**config.mk**
```make
export PLATFORM = sky130hd
export DESIGN_NAME = rmq_div
export DESIGN_NICKNAME = d
export VERILOG_FILES = /design/src/rmq_pkg.sv /design/src/rmq_div.sv
export SDC_FILE = /design/constraint.sdc
export NUM_CORES = 2
export LEC_CHECK = 0
export ABC_CLOCK_PERIOD_IN_PS = 13700
export BUFFER_PORTS_ARGS = -buffer_cell sky130_fd_sc_hd__buf_4
export CORE_MARGIN = 2
export CORE_UTILIZATION = 55
export CTS_CLUSTER_SIZE = 30
export DETAILED_ROUTE_END_ITERATION = 6
export PLACE_DENSITY = 0.69
export SYNTH_ARGS = -nofsm -noshare
export SYNTH_HDL_FRONTEND = slang
export SYNTH_SLANG_ARGS = --single-unit
```
**constraint.sdc**
```tcl
create_clock -name clk_i -period 13.7 [get_ports clk_i]
set_clock_uncertainty 0.2 [all_clocks]
set_input_delay 2.74 -clock clk_i [delete_from_list [all_inputs] [get_ports clk_i]]
set_output_delay 2.74 -clock clk_i [all_outputs]
set_load 0.05 [all_outputs]
```
**src/rmq_pkg.sv**
```systemverilog
// Shared constants and types for the rotation matrix to quaternion pipeline.
// No dependencies; imported by every module of the block.
package rmq_pkg;

  localparam int N_LANES = 4;
  localparam int QUAT_W = 16;
  localparam logic [14:0] MAG_MAX = 15'h7fff;

  typedef enum logic [1:0] {
    COMP_W,
    COMP_X,
    COMP_Y,
    COMP_Z
  } comp_e;

endpackage

```
**src/rmq_div.sv**
```systemverilog
// Pipelined restoring divider, one quotient bit per register stage, shared divisor.
// Numerator must stay below divisor << QW; uses rmq_pkg.
module rmq_div import rmq_pkg::*; #(
  parameter int LANES = N_LANES,
  parameter int DW = 16,
  parameter int QW = 15,
  parameter int SBW = 1
) (
  input  logic                            clk_i,
  input  logic                            rst_ni,
  input  logic                            in_valid_i,
  output logic                            in_ready_o,
  input  logic [LANES-1:0][DW+QW-1:0]     num_i,
  input  logic [DW-1:0]                   den_i,
  input  logic [SBW-1:0]                  sb_i,
  output logic                            out_valid_o,
  input  logic                            out_ready_i,
  output logic [LANES-1:0][QW-1:0]        quo_o,
  output logic [SBW-1:0]                  sb_o
);

  localparam int NMW = DW + QW;

  logic                         v_q   [QW];
  logic [LANES-1:0][DW-1:0]     rem_q [QW];
  logic [LANES-1:0][QW-1:0]     nl_q  [QW];
  logic [LANES-1:0][QW-1:0]     quo_q [QW];
  logic [DW-1:0]                den_q [QW];
  logic [SBW-1:0]               sb_q  [QW];
  logic                         rdy   [QW+1];

  assign rdy[QW] = out_ready_i;

  for (genvar k = 0; k < QW; k++) begin : g_stage
    logic                     v_in;
    logic [LANES-1:0][DW-1:0] rem_in, rem_d;
    logic [LANES-1:0][QW-1:0] nl_in, nl_d, quo_in, quo_d;
    logic [DW-1:0]            den_in;
    logic [SBW-1:0]           sb_in;

    if (k == 0) begin : g_first
      assign v_in   = in_valid_i;
      assign den_in = den_i;
      assign sb_in  = sb_i;
      assign quo_in = '0;
      for (genvar l = 0; l < LANES; l++) begin : g_lane
        assign rem_in[l] = num_i[l][NMW-1:QW];
        assign nl_in[l]  = num_i[l][QW-1:0];
      end
    end else begin : g_next
      assign v_in   = v_q[k-1];
      assign den_in = den_q[k-1];
      assign sb_in  = sb_q[k-1];
      assign quo_in = quo_q[k-1];
      assign rem_in = rem_q[k-1];
      assign nl_in  = nl_q[k-1];
    end

    assign rdy[k] = !v_q[k] || rdy[k+1];

    always_comb begin
      logic [DW:0] t;
      logic [DW:0] diff;
      logic        ge;
      for (int l = 0; l < LANES; l++) begin
        t    = {rem_in[l], nl_in[l][QW-1]};
        diff = t - {1'b0, den_in};
        ge   = t >= {1'b0, den_in};
        rem_d[l] = ge ? diff[DW-1:0] : t[DW-1:0];
        quo_d[l] = {quo_in[l][QW-2:0], ge};
        nl_d[l]  = {nl_in[l][QW-2:0], 1'b0};
      end
    end

    always_ff @(posedge clk_i or negedge rst_ni) begin
      if (!rst_ni) begin
        v_q[k] <= 1'b0;
      end else if (rdy[k]) begin
        v_q[k] <= v_in;
      end
    end

    always_ff @(posedge clk_i) begin
      if (rdy[k] && v_in) begin
        rem_q[k] <= rem_d;
        nl_q[k]  <= nl_d;
        quo_q[k] <= quo_d;
        den_q[k] <= den_in;
        sb_q[k]  <= sb_in;
      end
    end
  end

  assign in_ready_o  = rdy[0];
  assign out_valid_o = v_q[QW-1];
  assign quo_o       = quo_q[QW-1];
  assign sb_o        = sb_q[QW-1];

endmodule

```
# Word-level counts from Yosys, hierarchy flattened
# Memory sizes are Yosys's and may differ from the RTL's.
# Index checks and enable logic that the tools add are counted.
[word_totals] reg_bits=15 mem_bits_rw=2955 inputBits=145 output_inout_bits=63 elab_cells=275 memories=5
[mem_list] name="rem_q" depth=15 word_bits=64 rd=14 rd_ports_with_merged_regs=0 write_ports=15 line="rmq_div.sv:25" rtl="logic [LANES-1:0][DW-1:0] rem_q [QW];"
[mem_list] name="quo_q" depth=15 word_bits=60 rd=15 rd_ports_with_merged_regs=0 write_ports=15 line="rmq_div.sv:27" rtl="logic [LANES-1:0][QW-1:0] quo_q [QW];"
[mem_list] name="nl_q" depth=15 word_bits=56 rd=14 rd_ports_with_merged_regs=0 write_ports=15 line="rmq_div.sv:26" rtl="logic [LANES-1:0][QW-1:0] nl_q [QW];"
[mem_list] name="den_q" depth=15 word_bits=16 rd=14 rd_ports_with_merged_regs=0 write_ports=15 line="rmq_div.sv:28" rtl="logic [DW-1:0] den_q [QW];"
[mem_list] name="sb_q" depth=15 word_bits=1 rd=15 rd_ports_with_merged_regs=0 write_ports=15 line="rmq_div.sv:29" rtl="logic [SBW-1:0] sb_q [QW];"
[op_classes] addsub=60 magnitude_cmp=60 n_mux=90 reduce_logical=45
[op_table] cell="$ge 17x16->1" count=60
[op_table] cell="$mux 16" count=60
[op_table] cell="$sub 16x16->16" count=60
[op_table] cell="$mux 1" count=30
[op_table] cell="$logic_and 1x1->1" count=15
[op_table] cell="$logic_not 1->1" count=15
[op_table] cell="$logic_or 1x1->1" count=15

# Depth between registers and ports, before layout
[depth] word_depth=19 depth_mapped=12

# Worst setup path before layout
# OpenSTA, ideal clock, no wires.
[synth_path] path_kind="input port to flip-flop" startpoint="in out_ready_i" endpoint="mem den_q[8][0], in the netlist den_q[1][0] (enable)" setup_ns=0.856 arrival_time_ns=13.440 slack_ns=-0.796 cell_stages=5 path_buffers=1 cell_sequence="nand4b_1 > nor2_1 > and2_1 > clkbuf_1 > a21boi_0"
[synth_rtl] item="start: declaration" line="rmq_div.sv:17" rtl="input logic out_ready_i,"
[synth_rtl] item="end: declaration" line="rmq_div.sv:28"

# Final worst setup path
[layout_path] startpoint="in out_ready_i" endpoint="out in_ready_o"
[layout_between] elab_chain_cells=15
[layout_rtl] item="$logic_or 1x1->1 (15 in series)" line="rmq_div.sv:59" rtl="assign rdy[k] = !v_q[k] || rdy[k+1];"
[layout_rtl] item="end: declaration" line="rmq_div.sv:12" rtl="output logic in_ready_o,"
# Every way passes these cells.

==> out/results.txt <==
outcome: finished, final reports clean
Slowest cell on crit path: and2_1
Skew-Pair Late Insertion Delay: 900 ps
final total power: 32300 uW
CP max FO: 8
period utilization: 57.8%
DR iter-0 viols: 6598
Hold-fix buffers, CTS: 0
Die ar.: 210000 um^2
clock-pin slew on the worst setup and hold paths: 60 ps
sequential area share after synthesis: 54.1%
input/output buffers: 207
pwr/cell area: 257 nW/um^2
pin count of the biggest net entering global routing: 127
initial core utilization: 55.5%
row count: 166
clock tree root buffer cell: clkbuf_16
Req. time, crit path: 10760 ps
net count after synthesis: 10600
share of post-route cells with drive strength above 1: 10.6%
max layer used: met4
fmax: 126 MHz
Area contributors post-synth: edfxtp_1, ha_1, mux2_2, o21ai_0, xnor2_1
Fin. Hold Viols: 0
Slew @ Worst Pin: 1190 ps
Final Wtd Congestion: 0.951
crit path DAT: 4980 ps
final wirelength: 325 mm
Syn Std Cell Area: 114000 um^2
met2 wire len: 162 mm
CP Launch Type: primary input
Max VDD drop: 0.171 mV
CTS tree: yes
setup TNS: 0 ps
M1 wire length: 126 mm
design area: 126000 um^2
setup violation total in the final timing report: 0
Max-cap violations: 0
Synth Register Bits: 2050
Final Max Tran Viols: 0
Top Ports: 208
Pre-Repair DR Iteration Count: 6
async set-or-reset flop fraction in the synthesized netlist: 0.732%
postcts setup bufs: 0
Tmin final: 7920 ps
Die Y-Extent: 459 um
core area: 205000 um^2
Leak: 0.0488 uW
GRT overflow: 0
vias: 76900
worst hold path stage count: 0
Synth cell types: 84
area delta synth->final: 10.6%
chip width: 459 um
Post-synth EDFFs: 2035
Max Buffers Root-to-Sink: 3
area share of the largest cell type after synthesis: 53.8%
FF-to-FF path depth: 9
min-delay worst type: register to register
first-pass GRT wire length: 476 mm
DRT antenna net count: 0
delay of the slowest critical-path stage: 480 ps
fin nets: 11000
number of global-route vias before repair: 75100
placed wire-length estimate: 257 mm
TritonCTS Sinks: 2050
post-cts resize count: 0
area post-placement: 119000 um^2
Residual DRC: 0
CTS Buf Count: 210
via-per-instance ratio: 6.04
H-tree Lvls: 4
Routed wire per std cell: 25.5 um
cell taking the most area after synthesis: edfxtp_1
number of cells on the critical path: 9
class of the most critical setup path: primary input to output port
initial antenna violation count: 13
crit-path cells: buf_4, nand4b_1, nor2_1, and2_1, nand3_1, nor2_1, and3_1, nand2_1, buf_4
cells after synthesis: 9483
CP Capture Type: output port
synth cell count leaders: edfxtp_1, ha_1, o21ai_0
RSZ-0062 raised after global routing: no
top_reg_cell synth: edfxtp_1
routed wl met3: 15.2 mm
Hold Slack: 192 ps
total track usage: 30.5%
count leader, synth: edfxtp_1
Slew headroom: 18.3%
CP top delay family: simple AND/OR/NAND/NOR gates
syn_area_per_cell: 12.0 um^2
yosys warns: 0
buffers plus inverters on the worst setup path: 2
==> layout by cell type, fill, tap and decap left out, drive strengths merged, types with 26 or more instances in the layout <==
cell       n
a211oi   106
a21o     180
a21oi    655
a221oi    31
a31oi    101
and2      32
and3      58
buf      260
clkbuf   244
clkinv    99
edfxtp  2035
fa        56
ha       960
inv      559
mux2     405
mux2i     74
nand2    658
nand2b   164
nand3    147
nand4     99
nor2     572
nor2b    150
nor3     136
nor4      45
o211ai    26
o21a     211
o21ai    736
o21bai    50
o31a      44
o31ai     82
or2       28
or3       40
xnor2    387
xor2     197
==> routing by layer <==
layer | global-route usage [%] | vias to the layer above
met3 | 3.42 | 642
met2 | 53.3 | 2547
met1 | 36.5 | 37100
li1 | - | 36600
met4 | 17.8 | 0
met5 | 0 | -
==> stage by stage <==
step | instances | worst slack [ps] | utilization [%]
6_report | 12700 | 5780 | 61.3
3_5_place_dp | 12300 | 5790 | 57.9
5_1_grt | 12700 | 5630 | 61.3
2_1_floorplan | 9483 | 2470 | -
3_3_place_gp | 12300 | 5820 | 57.9
4_1_cts | 12700 | 5770 | 61.3
==> cells by family after synthesis <==
logic type / count (synthesis) / synth area share, %
buffers and inverters: 674 / 2.27
DFF: 2050 / 54.1
AOI/OAI and AO/OA: 2488 / 13.7
and+or+nand+nor: 2192 / 9.17
muxes: 479 / 4.69
adders and majority gates: 1016 / 11.6
xor gates and xnor gates: 584 / 4.50
==> worst reg2reg max path, cell delays in order, from the launching register on <==
cell and delay, ps:
edfxtp_1 630, inv_1 270, ha_1 360, nor2b_1 150, o31ai_1 430, a21oi_1 180
o41a_1 570, o2111ai_1 310, nand2_1 680, a21oi_1 870
==> state kept, by name, summed over array words and instances (netlist names) <==
signal and cells:
g_stage.v_in 14, out_valid_o 1, quo_q 480, sb_q 15, nl_q 420, rem_q 896, den_q 224
==> path summary, 6_finish.rpt <==
| kind | start | end | slack (ps) |
|---|---|---|---|
| setup / recovery | out_ready_i | in_ready_o | 5780 |
| hold reg to reg | nl_q[0][333] | nl_q[0][390] | 190 |
| hold / removal | nl_q[0][333] | nl_q[0][390] | 190 |
| max in group asynchronous | rst_ni | g_stage[5].v_in | 11610 |
| min in group asynchronous | rst_ni | g_stage[1].v_in | 1500 |
| setup reg to reg | den_q[0][81] | rem_q[0][424] | 8750 |
==> where the power goes <==
group	internal (uW)	total (uW)	switching, uW
sequential	9940	11400	1450
clock	3270	5790	2520
combinational	6220	15100	8910
total	19400	32300	12900
==> area by class of cell <==
type                            instances  area (um^2)
Tap cell                             2688         3360
Clock buffer                          244         5400
Antenna cell                           22         55.1
Clock inverter                        145         1650
Fill cell                           16000        79200
Timing Repair Buffer                  260         1980
Multi-Input combinational cell       6759        49800
Inverter                              550         2060
Sequential cell                      2050        61500
Note: power is estimated with default switching activity, not from simulation.
