**src/rmq_pkg.sv**
```systemverilog
// Shared constants and types for the rotation matrix to quaternion pipeline.
// No dependencies; imported by every module of the block.
package rmq_pkg;

  localparam int N_LANES = 4;
  localparam int QUAT_W = 16;
  localparam logic [14:0] MAG_MAX = 15'h7fff;

  typedef enum logic [1:0] {
    COMP_W,
    COMP_X,
    COMP_Y,
    COMP_Z
  } comp_e;

endpackage

```
**src/rmq_sqrt.sv**
```systemverilog
// Pipelined floor integer square root, one result bit per register stage.
// Several lanes share the handshake and carry a sideband along; uses rmq_pkg.
module rmq_sqrt import rmq_pkg::*; #(
  parameter int LANES = N_LANES,
  parameter int RW = 32,
  parameter int SBW = 1
) (
  input  logic                             clk_i,
  input  logic                             rst_ni,
  input  logic                             in_valid_i,
  output logic                             in_ready_o,
  input  logic [LANES-1:0][RW-1:0]         rad_i,
  input  logic [SBW-1:0]                   sb_i,
  output logic                             out_valid_o,
  input  logic                             out_ready_i,
  output logic [LANES-1:0][RW/2-1:0]       root_o,
  output logic [SBW-1:0]                   sb_o
);

  localparam int AW = RW / 2;
  localparam int NS = AW;
  localparam int RMW = AW + 2;

  logic                          v_q    [NS];
  logic [LANES-1:0][RMW-1:0]     rem_q  [NS];
  logic [LANES-1:0][AW-1:0]      root_q [NS];
  logic [LANES-1:0][RW-1:0]      rad_q  [NS];
  logic [SBW-1:0]                sb_q   [NS];
  logic                          rdy    [NS+1];

  assign rdy[NS] = out_ready_i;

  for (genvar k = 0; k < NS; k++) begin : g_stage
    logic                      v_in;
    logic [LANES-1:0][RMW-1:0] rem_in, rem_d;
    logic [LANES-1:0][AW-1:0]  root_in, root_d;
    logic [LANES-1:0][RW-1:0]  rad_in, rad_d;
    logic [SBW-1:0]            sb_in;

    if (k == 0) begin : g_first
      assign v_in    = in_valid_i;
      assign rem_in  = '0;
      assign root_in = '0;
      assign rad_in  = rad_i;
      assign sb_in   = sb_i;
    end else begin : g_next
      assign v_in    = v_q[k-1];
      assign rem_in  = rem_q[k-1];
      assign root_in = root_q[k-1];
      assign rad_in  = rad_q[k-1];
      assign sb_in   = sb_q[k-1];
    end

    assign rdy[k] = !v_q[k] || rdy[k+1];

    always_comb begin
      logic [RMW-1:0] nr;
      logic [RMW-1:0] tr;
      logic           ge;
      for (int l = 0; l < LANES; l++) begin
        nr = {rem_in[l][RMW-3:0], rad_in[l][RW-1:RW-2]};
        tr = {root_in[l], 2'b01};
        ge = nr >= tr;
        rem_d[l]  = ge ? nr - tr : nr;
        root_d[l] = {root_in[l][AW-2:0], ge};
        rad_d[l]  = {rad_in[l][RW-3:0], 2'b00};
      end
    end

    always_ff @(posedge clk_i or negedge rst_ni) begin
      if (!rst_ni) begin
        v_q[k] <= 1'b0;
      end else if (rdy[k]) begin
        v_q[k] <= v_in;
      end
    end

    always_ff @(posedge clk_i) begin
      if (rdy[k] && v_in) begin
        rem_q[k]  <= rem_d;
        root_q[k] <= root_d;
        rad_q[k]  <= rad_d;
        sb_q[k]   <= sb_in;
      end
    end
  end

  assign in_ready_o  = rdy[0];
  assign out_valid_o = v_q[NS-1];
  assign root_o      = root_q[NS-1];
  assign sb_o        = sb_q[NS-1];

endmodule

```
**config.mk**
```make
export PLATFORM = sky130hd
export DESIGN_NAME = rmq_sqrt
export DESIGN_NICKNAME = d
export VERILOG_FILES = /design/src/rmq_pkg.sv /design/src/rmq_sqrt.sv
export SDC_FILE = /design/constraint.sdc
export NUM_CORES = 2
export LEC_CHECK = 0
export BUFFER_PORTS_ARGS = -buffer_cell sky130_fd_sc_hd__buf_4
export CAP_MARGIN = 5
export CORE_MARGIN = 1.5
export CORE_UTILIZATION = 40
export CTS_CLUSTER_SIZE = 10
export DETAILED_ROUTE_END_ITERATION = 16
export GPL_TIMING_DRIVEN = 0
export PLACE_DENSITY = 0.68
export SLEW_MARGIN = 20
export SYNTH_ARGS = -nofsm -noshare
export SYNTH_HDL_FRONTEND = slang
export SYNTH_MEMORY_MAX_BITS = 65536
export SYNTH_SLANG_ARGS = --single-unit
export TNS_END_PERCENT = 50
```
**constraint.sdc**
```tcl
create_clock -name clk_i -period 15.6 [get_ports clk_i]
set_clock_uncertainty 0.2 [all_clocks]
set_input_delay 0 -clock clk_i [delete_from_list [all_inputs] [get_ports clk_i]]
set_output_delay 0 -clock clk_i [all_outputs]
set_load 0.005 [all_outputs]
```
-- Word level (Yosys, flattened, before mapping)
Memories as Yosys holds them, arrays and structs flattened.
Index checks and enable logic that the tools add are counted.
- $add $sub $neg: 64
- magnitude comparators: 64
- multiplexer cells: 96
- reductions and logical operators: 48
- operators with widths (kind ; number):
    2-to-1 mux 18 bit ; 64
    >= comparator 18 bit ; 60
    subtractor 18 bit ; 60
    2-to-1 mux 1 bit ; 32
    logical AND 1 bit ; 16
    zero test 1 bit ; 16
    logical OR 1 bit ; 16
    subtractor 2 x 1 -> 3 bit (second input constant) ; 4
    >= comparator 2 x 1 -> 1 bit (second input constant) ; 4
- register bits after elaboration: 16
- bits in writable memories: 4112
- bits of input ports: 133
- output and inout port bits: 67
- memories: 4
- memories (memory ; words ; width ; rd ports ; clocked after memory_dff ; write ports ; RTL line ; RTL):
    rad_q ; 16 ; 120 ; 15 ; 0 ; 16 ; rmq_sqrt.sv:27 ; logic [LANES-1:0][RW-1:0] rad_q [NS];
    rem_q ; 16 ; 72 ; 15 ; 0 ; 16 ; rmq_sqrt.sv:25 ; logic [LANES-1:0][RMW-1:0] rem_q [NS];
    root_q ; 16 ; 64 ; 16 ; 0 ; 16 ; rmq_sqrt.sv:26 ; logic [LANES-1:0][AW-1:0] root_q [NS];
    sb_q ; 16 ; 1 ; 16 ; 0 ; 16 ; rmq_sqrt.sv:28 ; logic [SBW-1:0] sb_q [NS];

-- Logic depth before layout (Yosys ltp)
- word-level depth: 20
- depth in mapped cells: 13
- gate-level depth less buffers: 11

-- Least setup slack after synthesis
No wires, ideal clock.
- path type: flip-flop to flip-flop
- from: register v_q (netlist bit out_valid_o)
- to: memory rad_q[0][366] (netlist name) (enable)
- library setup time: 985 ps
- arrival: 13747 ps
- path slack: 668 ps
- stages on the path, launching flop included: 7
- path buffers: 0
- period minus slack after synthesis: 14932 ps
- cell sequence: dfrtp_1 > nor2b_1 > nand3_1 > nor2_1 > nand3_1 > nor2_1 > a21boi_0
- RTL lines (what ; RTL line ; RTL):
    start, declared ; rmq_sqrt.sv:24 ; logic v_q [NS];
    start signal, assigned by index ; rmq_sqrt.sv:74 ; v_q[k] <= v_in;
    end, declared ; rmq_sqrt.sv:27 ;

==> summary.txt <==
Placed design
  – IO Port Bufs: around 200
  – Detailed Place HPWL: about 150000 µm
  – Routability congestion estimate: roughly 0.89

Yosys
  – Post-synthesis sequential area ratio: 0.668
  – Ys async rst share: 0.00658
  – Post-synth EDFFs: 2416
  – Main combinational cell family by area after synthesis: simple AND/OR/NAND/NOR gates
  – Top cells by area, synth: edfxtp_1 (66%), ha_1 (7.0%), xnor2_1 (2.7%)
  – Simple-Gate Fraction of Synth Area: 0.0854
  – Synth Area in Compound Gates: 0.0798
  – Yosys reg bits: ~2400
  – Yosys top cell by area: edfxtp_1
  – Synth Area in Adders: 0.0696
  – Xor and xnor area share after synthesis: 0.0504
  – Synth top area share: 0.664
  – Syn_area_per_cell: about 14 µm²
  – Mapped Cells: around 8000
  – Unique masters post-synth: 86
  – Mapped Area: 0.109 mm²
  – Synth Warn #: 0
  – Top_reg_cell synth: edfxtp_1
  – Post-synthesis mux area share: 0.0180

Finish
  – Fillers: about 23000
  – Most frequent cells in the layout: edfxtp_1 (2416), inv_1 (740), ha_1 (608)
  – Fin nets: 9552
  – Most common cell after layout, fill and taps aside: edfxtp_1
  – Multi-input gate area: 0.0332 mm²
  – Register area: between 0.07 and 0.08 mm²
  – Finished Core Util: 0.473
  – Share of layout cells above drive strength 1: 0.101
  – Syn-to-layout area delta: 17.3%

Global routing
  – All-Layer GR Usage: 0.143
  – Vias in the first global route: about 63000
  – First-pass GRT wire length: approximately 320000 µm
  – Initial antenna violation count: 4
  – Largest net degree at the start of global routing: between 60 and 70
  – Congestion Overflow GR: 0

Floorplanning
  – Ports: 200
  – Rows: 191
  – Core box area: 0.271 mm²
  – Die Area: 0.276 mm²
  – Die Height: 526 µm
  – Starting density of the core: 0.403
  – Die Wd: approximately 530 µm

Timing
  – Slew @ Worst Pin: ~0.97 ns
  – F_max: about 0.21 GHz
  – Fin. Hold Viols: 0
  – Worst hold slack: between 0.1 and 0.15 ns
  – Tcrit/Tclk final: 0.307
  – Min Clock Period, post-route: 4.79 ns
  – Final setup fails: 0
  – Max-slew violations: 0
  – RSZ-0062 raised after global routing: no
  – Worst rel slew slack: 0.348

Clock network
  – Num CTS Buffers: about 300
  – Clock slew at reported path FFs: approximately 0.050 ns
  – Latest clock arrival within the worst-skew pair: ~0.86 ns
  – CTS tree: built
  – H-tree Lvls: 5
  – Root Buffer: clkbuf_16
  – Clk sinks: 2432
  – Clock buffer depth: 4

Setup path
  – Worst Setup End Kind: register
  – Critical path's most frequent cell: buf_16
  – Crit-path cells: dlygate4sd3_1, buf_4, dlygate4sd3_1, nor2b_1, nand3_1, nor2_1, nand3_1, nor2_1, a31oi_4, buf_12, buf_16, buf_16, buf_16, buf_16, buf_16
  – Required @ worst endpoint: roughly 16 ns
  – Worst Setup Start Kind: input pin
  – Slowest CP cell: nor2_1
  – WP data arrival: between 5 and 6 ns
  – Crit path kind: in2reg
  – Crit-path max cell delay: between 0.5 and 0.6 ns
  – Crit-path max FO: 24

Run
  – Max Cap Viol: 0

Routing
  – Vias: ~62000
  – Post-route ant nets: 0
  – Post-DR wirelength/cell: 16.2 µm
  – Drt initial violations: roughly 3600
  – Drt total wl: between 200000 and 250000 µm
  – Vias/cell: about 5.0
  – Pre-antenna DRT Iters: 5
  – Residual DRC: 0

Run status
  – Outcome: complete, no violations

Power
  – Peak supply drop: between 0.1 and 0.15 mV
  – PnR Total Power: 0.0203 W
  – Leakage: between 40 and 50 nW
  – Pwr per Cell Area: 159 mW/mm²

Worst hold path
  – Worst Hold Class: in2async
power breakdown:
part | switching, W | internal (W)
combinational | 0.00269 | 0.00226
sequential | 0.000603 | 0.00875
clock | 0.00246 | 0.00357
synthesized netlist by cell type, drive strengths merged (9+ instances only):
library cell / number
edfxtp: 2416
inv: 740
ha: 608
nor2: 476
a21oi: 433
nand2: 426
o21ai: 388
xnor2: 331
xor2: 298
nor3: 175
mux2: 159
o21a: 146
a21o: 132
nand3: 117
nand2b: 109
nor4: 105
nor2b: 91
or3: 70
clkbuf: 58
nand4: 56
or2: 56
o31ai: 52
or4: 44
and2: 39
and3: 38
a211oi: 37
a31oi: 36
buf: 34
o211ai: 27
o21bai: 27
nor3b: 18
a21boi: 17
dfrtp: 16
mux2i: 16
nor4b: 15
a31o: 14
nand4b: 13
o41ai: 13
nand3b: 11
a221oi: 10
a41oi: 10
o31a: 10
a211o: 9
critical path: cells and delay by family:
kind,cells,cell delay (ns)
compound gates,1,0.40
buf+inv,9,2.35
simple gates,5,2.27
final timing paths:
check / start / endpoint / slack (ns) / depth (start not counted)
max: out_ready_i / rad_q[0][702] / 10.81 / 15
max in group asynchronous: rst_ni / g_stage[13].v_in / 14.71 / 4
min in group clk_i: rad_q[1][172] / rad_q[1][294] / 0.18 / 0
max reg2reg: out_valid_o / rad_q[0][702] / 10.82 / 12
min: rst_ni / g_stage[11].v_in / 0.14 / 4
min reg2reg: rad_q[1][172] / rad_q[1][294] / 0.18 / 0
sequential cells by signal, indices dropped and copies added, names as in the netlist:
register      flops
root_q          544
rad_q           960
g_stage.v_in     15
sb_q             16
rem_q           896
out_valid_o       1
per-stage QoR:
step / instance area (µm²) / cells / worst slack (ns) / setup TNS [ns]
6_report: 128000 / 12492 / 10.81 / 0
5_1_grt: 128000 / 12492 / 10.54 / 0
4_1_cts: 128000 / 12490 / 10.77 / 0
3_5_place_dp: 117000 / 11813 / 10.83 / 0
3_3_place_gp: 115000 / 11741 / -6.38 / -1942.49
2_1_floorplan: 109000 / 7972 / 0.668 / 0
final cells by class:
| class | instances | area share |
|---|---|---|
| Sequential cell | 2432 | 0.569 |
| Clock inverter | 47 | 0.00467 |
| Tap cell | 3570 | 0.0348 |
| Buffer | 92 | 0.00311 |
| Antenna cell | 1 | 0.0000195 |
| Timing Repair Buffer | 540 | 0.0464 |
| Inverter | 745 | 0.0218 |
| Multi-Input combinational cell | 4703 | 0.259 |
| Clock buffer | 362 | 0.0607 |
layer usage:
| layer | GRT usage | vias to the layer above | wire length [µm] |
|---|---|---|---|
| li1 | - | 31014 | - |
| met1 | 0.183 | 29443 | 92900 |
| met2 | 0.245 | 1142 | 96000 |
| met3 | 0.0224 | 369 | 7580 |
| met4 | 0.0476 | 2 | 5410 |
| met5 | 0 | - | 7 |
cells by family after synthesis:
group	after synthesis
buf+inv	837
mux	175
other cells	1
xor+xnor	629
compound gates	1415
flops	2432
fa+ha+maj	608
simple gates	1872
what timing repair did:
item,4_1_cts,5_1_grt
hold buffers,268,1
gates resized for setup,0,0
endpoints found under the hold margin,334,16
buffers inserted,0,0
(Power assumes the default switching activity.)
